--- config.mk ---
export PLATFORM = sky130hd
export DESIGN_NAME = joint_command_slew_limiter_core
export DESIGN_NICKNAME = d
export VERILOG_FILES = /design/src/rtl/jcsl_pkg.sv /design/src/rtl/joint_command_slew_limiter_core.sv /design/src/rtl/jcsl_front.sv /design/src/rtl/jcsl_queue.sv /design/src/rtl/jcsl_back.sv
export SDC_FILE = /design/constraint.sdc
export NUM_CORES = 2
export LEC_CHECK = 0
export ABC_AREA = 1
export BUFFER_PORTS_ARGS = -buffer_cell sky130_fd_sc_hd__buf_2
export CAP_MARGIN = 40
export CORE_ASPECT_RATIO = 1.1
export CORE_MARGIN = 3
export CORE_UTILIZATION = 46
export CTS_CLUSTER_SIZE = 14
export DETAILED_ROUTE_END_ITERATION = 10
export GPL_TIMING_DRIVEN = 1
export PLACE_DENSITY = 0.69
export SETUP_SLACK_MARGIN = 0.05
export SYNTH_ARGS = -nofsm -noshare
export SYNTH_HDL_FRONTEND = slang
export SYNTH_SLANG_ARGS = --single-unit
export TNS_END_PERCENT = 5
--- constraint.sdc ---
create_clock -name clk_i -period 14.59 [get_ports clk_i]
set_input_delay 1.459 -clock clk_i [delete_from_list [all_inputs] [get_ports clk_i]]
set_output_delay 1.459 -clock clk_i [all_outputs]
set_load 0.02 [all_outputs]
--- src/rtl/jcsl_pkg.sv ---
// Shared types and constants of the joint command slew limiter.
package jcsl_pkg;

  localparam int unsigned JOINT_COUNT = 8;
  localparam int unsigned JOINT_W     = $clog2(JOINT_COUNT);
  localparam int unsigned POS_W       = 24;
  localparam int unsigned STEP_W      = 18;

  // Wrap arithmetic: x = target - prev + pi + 42 * 2pi is always in [0, 2^26)
  localparam int unsigned WRAP_W      = POS_W + 2;
  localparam int unsigned RECIP_W     = 14;
  localparam int unsigned RECIP_SHIFT = 32;
  localparam int unsigned PROD_W      = WRAP_W + RECIP_W;
  localparam int unsigned QUO_W       = 7;
  localparam int unsigned REM_W       = 20;
  localparam int unsigned DELTA_W     = POS_W + 2;
  localparam int unsigned STEP_D_W    = STEP_W + 1;
  localparam int unsigned SUM_W       = POS_W + 2;

  localparam int unsigned QUEUE_DEPTH = 4;
  localparam int unsigned QPTR_W      = $clog2(QUEUE_DEPTH);

  localparam logic [STEP_W-1:0]       MAX_STEP_RESET = STEP_W'(6554);
  localparam logic [REM_W-1:0]        Q_PI           = REM_W'(205887);
  localparam logic [REM_W-1:0]        Q_TWO_PI       = REM_W'(411775);
  localparam logic signed [POS_W:0]   Q_CONT_SPAN    = (POS_W+1)'(411710);
  localparam logic [WRAP_W-1:0]       WRAP_OFS       = WRAP_W'(42 * 411775 + 205887);
  // floor(2^32 / 2pi); quotient estimate is low by at most one
  localparam logic [RECIP_W-1:0]      RECIP_M        = RECIP_W'(10430);

  typedef enum logic [0:0] {
    OP_CONFIG = 1'b0,
    OP_SAMPLE = 1'b1
  } op_e;

  typedef struct packed {
    op_e                     op;
    logic [JOINT_W-1:0]      joint_index;
    logic signed [POS_W-1:0] target_position;
    logic signed [POS_W-1:0] limit_lower;
    logic signed [POS_W-1:0] limit_upper;
    logic                    limits_unbounded;
    logic                    last_joint;
  } in_item_t;

  typedef struct packed {
    logic [JOINT_W-1:0]      out_joint;
    logic signed [POS_W-1:0] command;
    logic                    out_last;
  } out_item_t;

  // Classified item as it sits in the queue
  typedef struct packed {
    op_e                     op;
    logic [JOINT_W-1:0]      joint;
    logic                    last;
    logic                    cont;
    logic signed [POS_W-1:0] target;
    logic [WRAP_W-1:0]       tgt_off;
    logic signed [POS_W-1:0] lo;
    logic signed [POS_W-1:0] hi;
  } entry_t;

endpackage

--- src/rtl/joint_command_slew_limiter_core.sv ---
// Joint command slew limiter: top level with max step register.
// Path: a sample is written into the queue, then passes from the queue head through the
//   pipeline stages, the last one loading the output register; configure items give no result.
// Throughput: one item per cycle while the output is not stalled; a sample waits while one
//   of the 4 samples ahead of it is for the same joint, until that one writes its command back.
// Reset: history off, commands and limits zero, all joints continuous, max step 6554.
module joint_command_slew_limiter_core (
  input  logic                        clk_i,
  input  logic                        rst_ni,
  // item input
  input  logic                        in_valid_i,
  output logic                        in_ready_o,
  input  jcsl_pkg::in_item_t          in_data_i,
  // result output
  output logic                        out_valid_o,
  input  logic                        out_ready_i,
  output jcsl_pkg::out_item_t         out_data_o,
  // max step register write
  input  logic                        cfg_valid_i,
  output logic                        cfg_ready_o,
  input  logic [jcsl_pkg::STEP_W-1:0] cfg_data_i
);
  import jcsl_pkg::*;

  logic [STEP_W-1:0] max_step_q;
  entry_t            push_entry, head_entry;
  logic              head_valid, head_ready;

  // register write always completes in the cycle it is offered
  assign cfg_ready_o = 1'b1;

  always_ff @(posedge clk_i or negedge rst_ni) begin
    if (!rst_ni) begin
      max_step_q <= MAX_STEP_RESET;
    end else if (cfg_valid_i && cfg_ready_o) begin
      max_step_q <= cfg_data_i;
    end
  end

  // front end: per-item classification (continuous span check, wrap offset)
  jcsl_front u_front (
    .in_data_i (in_data_i),
    .entry_o   (push_entry)
  );

  // queue decouples the input transfer from pipeline stalls
  jcsl_queue u_queue (
    .clk_i        (clk_i),
    .rst_ni       (rst_ni),
    .push_valid_i (in_valid_i),
    .push_ready_o (in_ready_o),
    .push_data_i  (push_entry),
    .pop_valid_o  (head_valid),
    .pop_ready_i  (head_ready),
    .pop_data_o   (head_entry)
  );

  // back end: limit tables and history updated at issue, previous commands at write-back; the
  // command loop per joint closes through the same-joint hazard check
  jcsl_back u_back (
    .clk_i        (clk_i),
    .rst_ni       (rst_ni),
    .max_step_i   (max_step_q),
    .head_valid_i (head_valid),
    .head_ready_o (head_ready),
    .head_data_i  (head_entry),
    .out_valid_o  (out_valid_o),
    .out_ready_i  (out_ready_i),
    .out_data_o   (out_data_o)
  );

endmodule

--- src/rtl/jcsl_front.sv ---
// Front end: classifies an incoming item and precomputes per-item terms.
module jcsl_front (
  input  jcsl_pkg::in_item_t in_data_i,
  output jcsl_pkg::entry_t   entry_o
);
  import jcsl_pkg::*;

  logic signed [POS_W:0] span;
  logic                  span_ok;

  assign span    = (POS_W+1)'(in_data_i.limit_upper) - (POS_W+1)'(in_data_i.limit_lower);
  assign span_ok = (span >= Q_CONT_SPAN);

  always_comb begin
    entry_o.op      = in_data_i.op;
    entry_o.joint   = in_data_i.joint_index;
    entry_o.last    = in_data_i.last_joint;
    entry_o.cont    = in_data_i.limits_unbounded | span_ok;
    entry_o.target  = in_data_i.target_position;
    // target + pi + 42*2pi; the back end subtracts the previous command
    entry_o.tgt_off = WRAP_W'(in_data_i.target_position) + WRAP_OFS;
    entry_o.lo      = in_data_i.limit_lower;
    entry_o.hi      = in_data_i.limit_upper;
  end

endmodule

--- src/rtl/jcsl_queue.sv ---
// Small FIFO between the front end and the execution pipeline.
module jcsl_queue (
  input  logic             clk_i,
  input  logic             rst_ni,
  input  logic             push_valid_i,
  output logic             push_ready_o,
  input  jcsl_pkg::entry_t push_data_i,
  output logic             pop_valid_o,
  input  logic             pop_ready_i,
  output jcsl_pkg::entry_t pop_data_o
);
  import jcsl_pkg::*;

  entry_t              fifo_q [QUEUE_DEPTH];
  logic [QPTR_W-1:0]   wr_ptr_q, wr_ptr_d;
  logic [QPTR_W-1:0]   rd_ptr_q, rd_ptr_d;
  logic [QPTR_W:0]     count_q, count_d;
  logic                push, pop;

  assign push_ready_o = (count_q != (QPTR_W+1)'(QUEUE_DEPTH));
  assign pop_valid_o  = (count_q != '0);
  assign pop_data_o   = fifo_q[rd_ptr_q];
  assign push         = push_valid_i & push_ready_o;
  assign pop          = pop_valid_o & pop_ready_i;

  always_comb begin
    wr_ptr_d = push ? wr_ptr_q + 1'b1 : wr_ptr_q;
    rd_ptr_d = pop  ? rd_ptr_q + 1'b1 : rd_ptr_q;
    count_d  = count_q + (QPTR_W+1)'(push) - (QPTR_W+1)'(pop);
  end

  always_ff @(posedge clk_i or negedge rst_ni) begin
    if (!rst_ni) begin
      wr_ptr_q <= '0;
      rd_ptr_q <= '0;
      count_q  <= '0;
    end else begin
      wr_ptr_q <= wr_ptr_d;
      rd_ptr_q <= rd_ptr_d;
      count_q  <= count_d;
    end
  end

  always_ff @(posedge clk_i) begin
    if (push) begin
      fifo_q[wr_ptr_q] <= push_data_i;
    end
  end

endmodule

--- src/rtl/jcsl_back.sv ---
// Execution pipeline: joint tables, wrapped delta, slew clamp, limits, output register.
module jcsl_back (
  input  logic                        clk_i,
  input  logic                        rst_ni,
  input  logic [jcsl_pkg::STEP_W-1:0] max_step_i,
  input  logic                        head_valid_i,
  output logic                        head_ready_o,
  input  jcsl_pkg::entry_t            head_data_i,
  output logic                        out_valid_o,
  input  logic                        out_ready_i,
  output jcsl_pkg::out_item_t         out_data_o
);
  import jcsl_pkg::*;

  typedef struct packed {
    logic [JOINT_W-1:0]      joint;
    logic                    last;
    logic                    pass;
    logic                    cont;
    logic                    lim_en;
    logic signed [POS_W-1:0] lo;
    logic signed [POS_W-1:0] hi;
    logic signed [POS_W-1:0] base;
    logic signed [POS_W:0]   raw;
  } ctx_t;

  // joint state
  logic signed [POS_W-1:0] prev_q [JOINT_COUNT];
  logic signed [POS_W-1:0] lo_q   [JOINT_COUNT];
  logic signed [POS_W-1:0] hi_q   [JOINT_COUNT];
  logic [JOINT_COUNT-1:0]  cont_q;
  logic                    hist_q;

  // pipeline
  logic                    adv, hazard, issue, is_cfg;
  logic [JOINT_W-1:0]      hj;
  logic signed [POS_W-1:0] prev_rd;
  ctx_t                    ctx0, ctx1_q, ctx2_q, ctx3_q, ctx4_q;
  logic                    vld1_q, vld2_q, vld3_q, vld4_q;
  logic [WRAP_W-1:0]       x0, x1_q, x2_q;
  logic [PROD_W-1:0]       prod;
  logic [QUO_W-1:0]        q2_q;
  logic [WRAP_W-1:0]       qd;
  logic [REM_W-1:0]        r3_q, r_fix;
  logic signed [REM_W:0]   wrapped;
  logic signed [DELTA_W-1:0] delta, step_s;
  logic signed [STEP_D_W-1:0] d_next, d4_q;
  logic signed [SUM_W-1:0] sum, lim, sat;
  logic signed [POS_W-1:0] cmd;
  logic                    out_valid_q;
  out_item_t               out_q;

  localparam logic signed [SUM_W-1:0] POS_MAX = SUM_W'((2 ** (POS_W - 1)) - 1);
  localparam logic signed [SUM_W-1:0] POS_MIN = -POS_MAX - SUM_W'(1);

  assign adv    = ~out_valid_q | out_ready_i;
  assign hj     = head_data_i.joint;
  assign is_cfg = (head_data_i.op == OP_CONFIG);

  // a sample waits while an older sample of the same joint has not written back
  assign hazard = (vld1_q & (ctx1_q.joint == hj)) | (vld2_q & (ctx2_q.joint == hj))
                | (vld3_q & (ctx3_q.joint == hj)) | (vld4_q & (ctx4_q.joint == hj));

  assign head_ready_o = adv & (is_cfg | ~hazard);
  assign issue        = head_valid_i & head_ready_o;

  // stage 0: table lookup and classification
  always_comb begin
    prev_rd     = prev_q[hj];
    ctx0.joint  = hj;
    ctx0.last   = head_data_i.last;
    ctx0.pass   = ~hist_q;
    ctx0.cont   = cont_q[hj];
    ctx0.lim_en = ~cont_q[hj] & (lo_q[hj] <= hi_q[hj]);
    ctx0.lo     = lo_q[hj];
    ctx0.hi     = hi_q[hj];
    ctx0.base   = hist_q ? prev_rd : head_data_i.target;
    ctx0.raw    = (POS_W+1)'(head_data_i.target) - (POS_W+1)'(prev_rd);
    x0          = head_data_i.tgt_off - WRAP_W'(prev_rd);
  end

  // stage 1: quotient estimate by reciprocal
  assign prod = PROD_W'(x1_q) * PROD_W'(RECIP_M);

  // stage 2: first remainder, below 2*2pi
  assign qd = WRAP_W'(q2_q) * WRAP_W'(Q_TWO_PI);

  // stage 3: final remainder, wrapped delta, slew clamp
  always_comb begin
    r_fix   = (r3_q >= Q_TWO_PI) ? r3_q - Q_TWO_PI : r3_q;
    wrapped = $signed({1'b0, r_fix}) - $signed({1'b0, Q_PI});
    delta   = ctx3_q.cont ? DELTA_W'(wrapped) : DELTA_W'(ctx3_q.raw);
    step_s  = $signed({{(DELTA_W-STEP_W){1'b0}}, max_step_i});
    if (ctx3_q.pass) begin
      d_next = '0;
    end else if (delta > step_s) begin
      d_next = STEP_D_W'(step_s);
    end else if (delta < -step_s) begin
      d_next = STEP_D_W'(-step_s);
    end else begin
      d_next = STEP_D_W'(delta);
    end
  end

  // stage 4: apply, limit, saturate
  always_comb begin
    sum = SUM_W'(ctx4_q.base) + SUM_W'(d4_q);
    lim = sum;
    if (ctx4_q.lim_en) begin
      if (sum < SUM_W'(ctx4_q.lo)) begin
        lim = SUM_W'(ctx4_q.lo);
      end else if (sum > SUM_W'(ctx4_q.hi)) begin
        lim = SUM_W'(ctx4_q.hi);
      end
    end
    if (lim > POS_MAX) begin
      sat = POS_MAX;
    end else if (lim < POS_MIN) begin
      sat = POS_MIN;
    end else begin
      sat = lim;
    end
    cmd = POS_W'(sat);
  end

  // joint tables and history flag
  always_ff @(posedge clk_i or negedge rst_ni) begin
    if (!rst_ni) begin
      for (int i = 0; i < JOINT_COUNT; i++) begin
        prev_q[i] <= '0;
        lo_q[i]   <= '0;
        hi_q[i]   <= '0;
      end
      cont_q <= '1;
      hist_q <= 1'b0;
    end else begin
      if (issue && is_cfg) begin
        lo_q[hj]   <= head_data_i.lo;
        hi_q[hj]   <= head_data_i.hi;
        cont_q[hj] <= head_data_i.cont;
        hist_q     <= 1'b0;
      end else if (issue && !hist_q && head_data_i.last) begin
        hist_q <= 1'b1;
      end
      if (adv && vld4_q) begin
        prev_q[ctx4_q.joint] <= cmd;
      end
    end
  end

  always_ff @(posedge clk_i or negedge rst_ni) begin
    if (!rst_ni) begin
      vld1_q      <= 1'b0;
      vld2_q      <= 1'b0;
      vld3_q      <= 1'b0;
      vld4_q      <= 1'b0;
      out_valid_q <= 1'b0;
    end else if (adv) begin
      vld1_q      <= issue & ~is_cfg;
      vld2_q      <= vld1_q;
      vld3_q      <= vld2_q;
      vld4_q      <= vld3_q;
      out_valid_q <= vld4_q;
    end
  end

  always_ff @(posedge clk_i) begin
    if (adv) begin
      ctx1_q          <= ctx0;
      x1_q            <= x0;
      ctx2_q          <= ctx1_q;
      x2_q            <= x1_q;
      q2_q            <= prod[RECIP_SHIFT +: QUO_W];
      ctx3_q          <= ctx2_q;
      r3_q            <= REM_W'(x2_q - qd);
      ctx4_q          <= ctx3_q;
      d4_q            <= d_next;
      out_q.out_joint <= ctx4_q.joint;
      out_q.command   <= cmd;
      out_q.out_last  <= ctx4_q.last;
    end
  end

  assign out_valid_o = out_valid_q;
  assign out_data_o  = out_q;

endmodule
==> out/qor.txt <==
outcome: completed
most numerous cell in the Yosys netlist: nand2_1
Setup-failing EPs final: 0
Starting Density: 46.59%
number of buffers created by CTS: 155
vias per cell: 5.620
Core Rows: 156
First DRT Iteration DRCs: 6626
I/O pin count: 132
Max-Cap Viols: 0
RSZ-0062 raised after global routing: no
startpoint types: flip-flop
WP buf/inv: 4
Main synth FF type: edfxtp_1
Slew Viols, Final: 0
post-CTS sizing: 0
Max Root-Sink Buffers: 3
Slew @ Worst Pin: 0.9953 ns
CP Launch Point: u_queue.rd_ptr_q[1]$_DFFE_PN0P_
#FFs+latches synth: 1536
die area: 0.1726 mm²
Avg WL per Cell: 21.44 µm
syn nets: 8283
hold path startpoint: u_back.ctx2_q[23]$_DFFE_PN_
PortBufs: 130
Crit Path Class: flip-flop to flip-flop
core footprint: 0.1655 mm²
largest net degree at the start of global routing: 116
Crit path depth: 22
CP max stage delay: 0.79 ns
Area Overhead vs Synth: 11.20%
Detailed Place HPWL: 149400 µm
Hold Path Depth: 0
# fillers: 14612
Distinct cells, synth: 64
worst r2r src: u_queue.rd_ptr_q[1]$_DFFE_PN0P_
final WL: 215800 µm
Setup Buffers After CTS: 0
setup TNS: 0 ns
Arrival @ worst endpoint: 7.58 ns
top-area cell type share of the netlist area: 35.87%
Max FO, Critical Path: 51
aggregate global routing overflow: 0
vias in the first global route: 55317
Synth Cell Area: 0.07711 mm²
Clock H-tree levels: 4
DR vias: 56569
final hold viol count: 0
fin crit share: 48.46%
Max Clock Freq: 0.1414 GHz
hold_buf cts: 0
required time of the critical path: 15.10 ns
CP endpoint kind: flip-flop
Total GRT Usage: 24.80%
clock sinks: 1536
critical path's slowest cell: nor3_2
initial antenna violation count: 13
sequential fraction of the synthesis area: 55.85%
Post-synth ARST share: 40.04%
number of nets in the layout: 8393
Slew HR: 33.65%
Die Y: 435.4 µm
min Tclk post-route: 7.071 ns
Post-Syn Area per Cell: 10.13 µm²
GP Congestion: 0.9226
DR pass1 iterations: 8
Synth top cells by count: nand2_1 (1823), edfxtp_1 (921), o21ai_0 (828)
EDFF count, synth: 921
critical path's top delay family: compound AO/OA/AOI/OAI gates
die span in x: 396.4 µm
area leader, netlist: edfxtp_1
reg2reg path depth: 22
CTS tree: done
critical-path cell list: buf_4 -> clkinv_2 -> nand3_1 -> nand2_1 -> nor3_2 -> buf_4 -> a22oi_1 -> nand3_1 -> ha_1 -> fa_1 -> inv_1 -> nand3_1 -> nand2_1 -> a21boi_0 -> o21ai_0 -> a21boi_0 -> o21ai_0 -> a21boi_0 -> o21bai_1 -> a31oi_1 -> o21ai_0 -> xor2_1
# DRC: 0
clk root buf: clkbuf_16
Max Clock Skew: 0.03179 ns
minimum hold slack: 0.3924 ns
ranking of synthesized cells by area: edfxtp_1 (36%), dfrtp_1 (19%), nand2_1 (8.9%)
worst hold-check path type: flip-flop to flip-flop
synthesized instance count: 7609
Worst-path clk slew: 0.06 ns
post-route ant nets: 0
first-pass GRT wire length: 331300 µm
Synth warnings: 0
share of layout cells above drive strength 1: 7.710%
worst skew pair latency: 0.78 ns
final cells by class:
class | count | area [µm²] | area share [%]
clock buffer | 227 | 4447 | 5.186
tap | 2212 | 2768 | 3.228
sequential | 1536 | 43070 | 50.23
antenna | 6 | 15.01 | 0.01751
clock inverter | 58 | 426.7 | 0.4976
timing repair buffer | 268 | 2097 | 2.446
inverter | 804 | 3034 | 3.539
multi-input combinational | 4954 | 29890 | 34.86
worst paths after layout:
| check | to | slack (ns) |
|---|---|---|
| setup / recovery | u_back.x1_q[22]$_DFFE_PN_ | 7.52 |
| hold / removal | u_back.ctx3_q[23]$_DFFE_PN_ | 0.39 |
| setup reg to reg | u_back.x1_q[22]$_DFFE_PN_ | 7.52 |
| hold reg to reg | u_back.ctx3_q[23]$_DFFE_PN_ | 0.39 |
| max in group asynchronous | u_back.hi_q[27]$_DFFE_PN0P_ | 11.06 |
| min in group asynchronous | u_queue.wr_ptr_q[1]$_DFFE_PN0P_ | 0.71 |
layer usage:
| metal | up-vias | GRT usage (%) | wire length [µm] |
|---|---|---|---|
| li1 | 26086 | - | - |
| met1 | 27862 | 34.76 | 91490 |
| met2 | 2253 | 39.22 | 100500 |
| met3 | 366 | 4.369 | 17100 |
| met4 | 2 | 8.083 | 6667 |
| met5 | - | 0 | 13 |
kinds of logic (layout without fill, tap and decap cells):
| group | after synthesis | in the layout | synth area share [%] |
|---|---|---|---|
| AND/OR/NAND/NOR | 2618 | 2618 | 13.79 |
| AO/OA/AOI/OAI | 1583 | 1583 | 11.73 |
| flip-flops | 1536 | 1536 | 55.85 |
| buffers and inverters | 1119 | 1357 | 5.582 |
| adder cells (fa/ha/maj) | 573 | 573 | 11.00 |
| XOR/XNOR | 179 | 179 | 2.033 |
| other | 1 | 7 | 0.004863 |
sequential cells by signal, indices dropped and copies added, names as in the netlist, 2 cells and up:
name               flops
max_step_q            18
u_back.cont_q          8
u_back.ctx1_q        104
u_back.ctx2_q        104
u_back.ctx3_q        104
u_back.ctx4_q         77
u_back.d4_q           19
u_back.hi_q          192
u_back.lo_q          192
u_back.out_data_o     28
u_back.prev_q        192
u_back.q2_q            7
u_back.r3_q           20
u_back.x1_q           26
u_back.x2_q           20
u_queue.count_q        3
u_queue.fifo_q       412
u_queue.rd_ptr_q       2
u_queue.wr_ptr_q       2
placed cells by master, fill, tap and decap left out, types with 29 or more instances in the layout:
master     synthesis  routed
xor2_1           120     119
a21oi_1          276     276
a22oi_1           70      70
xnor2_1           59      59
clkbuf_16          0     161
a221oi_1          87      87
nor3_1            34      29
o22ai_1          184     184
ha_1             398     398
nand3_1          226     226
nand2_1         1823    1822
clkbuf_1         245      49
inv_1            788     782
buf_2             33     130
edfxtp_1         921     921
o21ai_0          828     828
nor2_1           390     378
nand4_1           59      59
dfrtp_1          600     598
fa_1             175     175
buf_4              6     112
stage by stage:
stage          instances  setup WS, ns  instance area [µm²]  utilization, %
5_1_grt            10064         6.975                85740           51.80
6_report           10065         7.519                85740           51.80
3_5_place_dp        9774         7.614                80860           48.85
3_3_place_gp        9713         7.681                80000           48.33
2_1_floorplan       7609        0.9437                77110               -
4_1_cts            10059         7.570                85730           51.79
worst register-to-register path, delay by kind of cell (launching register included):
| family | cells | cell delay, ns |
|---|---|---|
| simple gates | 6 | 1.83 |
| xor+xnor | 1 | 0.16 |
| compound gates | 9 | 2.15 |
| flops | 1 | 0.34 |
| fa+ha+maj | 2 | 0.44 |
| buf+inv | 4 | 1.90 |
Power is not shown: default switching activity piles up to over one toggle a cycle in this logic, so the estimate is an artifact.
